==> src/design/frws_pkg.sv <==
// shared constants and types for the frame rate window statistics block
package frws_pkg;
    localparam int          DEF_HISTORY_DEPTH = 64;
    localparam logic [31:0] RST_MIN_PERIOD    = 32'd1666666;
    localparam logic [31:0] RST_TICK_RATE     = 32'd100000000;
    localparam logic [31:0] RST_WINDOW        = 32'd25000000;
    localparam logic [1:0]  REG_MIN_PERIOD    = 2'd0;
    localparam logic [1:0]  REG_TICK_RATE     = 2'd1;
    localparam logic [1:0]  REG_WINDOW        = 2'd2;

    // controller to datapath
    typedef struct packed {
        logic capture;     // latch timestamp
        logic store;       // decide accept, latch timestamp difference
        logic div_start;
        logic walk_start;
        logic walk_step;
        logic avg_start;
        logic finish;      // commit statistics
    } frws_cmd_t;

    // datapath to controller
    typedef struct packed {
        logic ok;
        logic div_done;
        logic walk_done;
        logic avg_done;
    } frws_sts_t;
endpackage

==> src/design/frws_ctrl.sv <==
// sequencing state machine and output handshake
module frws_ctrl import frws_pkg::*; (
    input  logic      aclk,
    input  logic      aresetn,
    input  logic      s_valid,
    output logic      s_ready,
    output logic      m_valid,
    input  logic      m_ready,
    input  frws_sts_t sts,
    output frws_cmd_t cmd
);
    typedef enum logic [2:0] {
        IDLE, DECIDE, RATE, WALK_INIT, WALK, AVG, FIN, SEND
    } state_t;
    state_t state_reg;
    logic   m_valid_reg;
    logic   rate_kick_reg, avg_kick_reg;

    always_comb begin
        cmd = '0;
        cmd.capture    = (state_reg == IDLE) && s_valid;
        cmd.store      = (state_reg == DECIDE);
        cmd.walk_start = (state_reg == WALK_INIT);
        cmd.walk_step  = (state_reg == WALK) && !sts.walk_done;
        cmd.finish     = (state_reg == FIN);
        cmd.div_start  = rate_kick_reg && sts.ok;
        cmd.avg_start  = avg_kick_reg;
    end

    always_ff @(posedge aclk) begin
        if (!aresetn) begin
            state_reg   <= IDLE;
            m_valid_reg <= 1'b0;
        end else begin
            case (state_reg)
                IDLE:      if (s_valid) state_reg <= DECIDE;
                DECIDE:    state_reg <= RATE;
                RATE: begin
                    // ok came from store; on reject go straight to send
                    if (!sts.ok) begin
                        state_reg   <= SEND;
                        m_valid_reg <= 1'b1;
                    end else if (sts.div_done) state_reg <= WALK_INIT;
                end
                WALK_INIT: state_reg <= WALK;
                WALK:      if (sts.walk_done) state_reg <= AVG;
                AVG:       if (sts.avg_done) state_reg <= FIN;
                FIN: begin
                    state_reg   <= SEND;
                    m_valid_reg <= 1'b1;
                end
                SEND: if (m_ready) begin
                    m_valid_reg <= 1'b0;
                    state_reg   <= IDLE;
                end
                default: state_reg <= IDLE;
            endcase
        end
    end

    // divider kicks are one-shot pulses on state entry
    always_ff @(posedge aclk) begin
        if (!aresetn) begin
            rate_kick_reg <= 1'b0;
            avg_kick_reg  <= 1'b0;
        end else begin
            rate_kick_reg <= (state_reg == DECIDE);
            avg_kick_reg  <= (state_reg == WALK) && sts.walk_done;
        end
    end
    // walk_done is already set on entering WALK when walk_start sets stop; AVG waits on divider

    assign s_ready = (state_reg == IDLE);
    assign m_valid = m_valid_reg;

    a_vld_send: assert property (@(posedge aclk) disable iff (!aresetn)
        m_valid |-> state_reg == SEND) else $error("result valid outside send");
    a_no_take: assert property (@(posedge aclk) disable iff (!aresetn)
        m_valid |-> !s_ready) else $error("request taken while result pending");
    a_hold: assert property (@(posedge aclk) disable iff (!aresetn)
        m_valid && !m_ready |=> m_valid) else $error("result dropped");
endmodule
==> config.mk <==
export PLATFORM = sky130hd
export DESIGN_NAME = frws_ctrl
export DESIGN_NICKNAME = d
export VERILOG_FILES = /design/src/design/frws_pkg.sv /design/src/design/frws_ctrl.sv
export SDC_FILE = /design/constraint.sdc
export NUM_CORES = 1
export LEC_CHECK = 0
export ABC_CLOCK_PERIOD_IN_PS = 1500
export BUFFER_PORTS_ARGS = -buffer_cell sky130_fd_sc_hd__buf_2
export CAP_MARGIN = 5
export CORE_AREA = 2 2 39 41
export DETAILED_ROUTE_END_ITERATION = 6
export DIE_AREA = 0 0 41 43
export HOLD_SLACK_MARGIN = 0.06
export PLACE_DENSITY_LB_ADDON = 0.12
export SYNTH_ARGS = -nofsm -noshare
export SYNTH_HDL_FRONTEND = slang
export SYNTH_SLANG_ARGS = --single-unit
==> constraint.sdc <==
create_clock -name aclk -period 1.5 [get_ports aclk]
set_input_delay 0.15 -clock aclk [delete_from_list [all_inputs] [get_ports aclk]]
set_output_delay 0.15 -clock aclk [all_outputs]
set_load 0.005 [all_outputs]
==> impl.org <==
** Power and ir drop
- Across the VDD grid, the largest voltage drop is 0.000686 V.
- Leak Pwr :: between 0.0002 and 0.0003 uW
- For this design the ratio of total power to cell area is between 1500 and 2000 nW/um2.
- Total Power :: 893 uW

** CTS
- Buffers from clock root to sink, at most :: 2
- At the later pin of the worst-skew pair, clock insertion delay measures 0.24 ns.
- CTS clk-pin slew, worst paths :: about 0.05 ns
- The clock drives 6 sinks.
- CTS built an H-tree with a depth of 1.
- The number of clock buffers added by TritonCTS is 3.
- Buffers inserted during post-CTS setup optimization :: 0
- Clock root buffer :: sky130_fd_sc_hd__clkbuf_4
- Clock tree from TritonCTS :: done

** Synth
- Number of synthesized flops with an enable pin :: 0
- Post-synthesis net count :: 66
- Dividing the synthesized area by the synthesized cell count gives 7.91 um2.
- Count of synthesis-stage warnings from yosys :: 0
- In this run, synthesis produced a sequential element count of 6.
- The synthesized netlist contains 21 unique library cells.
- Synthesis handed over a netlist of 53 instances.
- For this run, the leading register cell type out of synthesis is sky130_fd_sc_hd__dfxtp_1.
- Fraction of registers with async set/reset :: 0
- Proportion of synthesized chip area in sequential cells :: 0.287
- The mapped netlist covers 419 um2.

** Floorplanning
- Die area :: 1760 um2
- Effective utilization at floorplan :: 0.303
- For this design the top-level I/O count stands at 17.
- Placement Rows :: 14
- From bottom edge to top edge, the die measures 43 um.
- Chip Width :: 41 um
- The core region is around 1400 um2.

** Detailed routing
- Summed over all layers, the routed wires come to 911 um.
- The pre-antenna-repair detailed-routing pass consisted of 2 iterations.
- Starting DRC count in detailed routing :: 9
- Wire length per cell after detailed routing :: between 10 and 15 um
- Vias after detailed routing :: 401
- After detailed routing, the number of vias per cell comes to around 4.6.
- DRT antenna net count :: 0
- Number of remaining DRC errors :: 0

** STA
- After routing, the total negative slack on setup checks comes to 0 ns.
- The count of endpoints failing hold in the final timing report is 0.
- Derived from the worst setup path, the maximum achievable clock frequency is 723 MHz.
- Clock period minus worst slack :: 1.38 ns
- Share of the cycle needed by the critical path after routing :: 0.923
- Headroom to the max-slew limit :: 0.802
- Final-layout worst hold slack :: 0.145 ns
- Setup-violating endpoint count in the final report :: 0
- Measured slew at the worst slew-check pin :: 0.297 ns
- For the final database, setup skew stands at 0.00542 ns.
- The count of pins over their slew limit is 0.

** Setup path
- Peak fanout along the critical path :: 4
- Walking the worst path, the cells encountered are inv_1 > ha_1 > and3_2 > buf_2.
- The worst setup path is captured at an output pin.
- STA classifies the critical path startpoint as a register.
- Broken down by cell family, the worst path's largest delay share belongs to flip-flops.
- Classification of the worst setup path :: reg2out
- Among all stages on the critical path, the largest delay is contributed by sky130_fd_sc_hd__dfxtp_2.
- WP buf/inv :: 2
- Arrival time at the worst endpoint :: 1.23 ns
- In this design, the stage delay of the slowest critical-path cell is 0.35 ns.
- For the worst setup path, the data required time is 1.35 ns.

** Final layout
- The finished layout holds 88 standard cells, fillers aside.
- Number of flip-flops under the largest register name :: 3
- Commonest cells after routing, fill and taps aside :: sky130_fd_sc_hd__buf_2 (16), sky130_fd_sc_hd__nand2_1 (8), sky130_fd_sc_hd__inv_1 (5), sky130_fd_sc_hd__ha_1 (5)
- The library cell used most frequently in the layout, excluding fill and tap cells, is sky130_fd_sc_hd__buf_2.
- Layout overhead on the synthesized area :: 29.9%
- 0 antenna diodes ended up in the layout.
- Final net count :: 87
- Of the cells placed in the final design, the portion with a size suffix greater than 1 is 0.375.
- Once layout is complete, the utilization of the core stands at 0.393.

** Outcome
- Run status :: finished clean

** Global routing
- Vias in the first global route :: 370
- Largest net degree at the start of global routing :: 10
- GRT Residual Overflow :: 0
- Number of antenna violations at the first check in global routing :: 0
- Across every metal layer, demand over resource in global routing totals 0.138.
- Global-route wire length before repair :: around 1600 um

** Placement
- Final weighted congestion in routability-driven placement :: about 0.72
- Placed cells :: 85
- Number of buffers added on ports :: 16
- The wire-length estimate of the detail-placed layout is 760 um.

** Min path
- Classification of the worst-slack hold path :: in2reg

** Run
- Max-cap violations in this run came to 0.
-- Yosys cell counts, types with 2 or more instances --
| library cell | n | area, um2 |
|---|---|---|
| sky130_fd_sc_hd__o22ai_2 | 2 | 25.0 |
| sky130_fd_sc_hd__a21oi_1 | 2 | 10.0 |
| sky130_fd_sc_hd__ha_1 | 5 | 62.6 |
| sky130_fd_sc_hd__dfxtp_1 | 6 | 120 |
| sky130_fd_sc_hd__nor2b_1 | 2 | 12.5 |
| sky130_fd_sc_hd__mux2i_1 | 2 | 20.0 |
| sky130_fd_sc_hd__nand2_1 | 8 | 30.0 |
| sky130_fd_sc_hd__and2_1 | 3 | 18.8 |
| sky130_fd_sc_hd__buf_4 | 2 | 15.0 |
| sky130_fd_sc_hd__o21ai_0 | 3 | 15.0 |
| sky130_fd_sc_hd__inv_1 | 5 | 18.8 |
| sky130_fd_sc_hd__nor2_1 | 4 | 15.0 |
-- cells by family (layout without fill, tap and decap cells) --
| kind of cell | count (synthesis) | in the layout | share of synthesized area |
|---|---|---|---|
| AOI/OAI and AO/OA | 10 | 10 | 0.173 |
| DFF | 6 | 6 | 0.287 |
| adders and majority gates | 5 | 5 | 0.149 |
| and+or+nand+nor | 22 | 22 | 0.254 |
| buffers and inverters | 8 | 27 | 0.0895 |
| muxes | 2 | 2 | 0.0478 |
-- layer usage --
layer / up-vias / share of wire / GRT usage / routed length (um)
met5: - / 0 / 0 / 0
met4: 0 / 0 / 0.0400 / 0
met3: 0 / 0.068 / 0.0942 / 62
met2: 11 / 0.48 / 0.184 / 433
met1: 176 / 0.45 / 0.174 / 414
li1: 214 / - / - / -
-- final timing paths --
check,from,endpoint,slack [ns],cells after the start
worst max-delay path,state_reg[0]$_SDFFE_PN0P_,cmd[6],0.12,4
worst min-delay path,sts[1],avg_kick_reg$_SDFF_PN0_,0.14,3
worst max register to register,state_reg[0]$_SDFFE_PN0P_,state_reg[1]$_SDFFE_PN0P_,0.13,6
worst min register to register,m_valid$_SDFFE_PN0P_,m_valid$_SDFFE_PN0P_,0.44,2
-- cell type report --
type                    count  area [um2]
repair buffers             18        95.1
fillers                   148         840
inverters                   6        22.5
multi-input cells          39         262
well taps                  16        20.0
flip-flops and latches      6         123
clock buffers               3        22.5
-- what timing repair did --
action / CTS / global route
hold buffers: 0 / 0
setup endpoints to repair: 0 / 4
gates resized for setup: 0 / 2
-- report_power, final --
part           switching [uW]  total (uW)  leakage [uW]  internal [uW]
Clock                    56.2         147     0.0000138           90.4
Combinational             253         485      0.000218            231
Sequential               47.2         262     0.0000497            214
Total                     357         893      0.000281            536
-- per-stage QoR --
step	cell area, um2	worst slack, ns
2_1_floorplan	419	0.248
3_3_place_gp	519	0.100
3_5_place_dp	519	0.0684
4_1_cts	542	0.0424
5_1_grt	544	-0.00543
6_report	544	0.116
-- worst min-delay path: cells and delay by family --
kind | cells | cell delay (ns)
buffers and inverters | 1 | 0.11
and+or+nand+nor | 2 | 0.08
(Power assumes the default switching activity.)
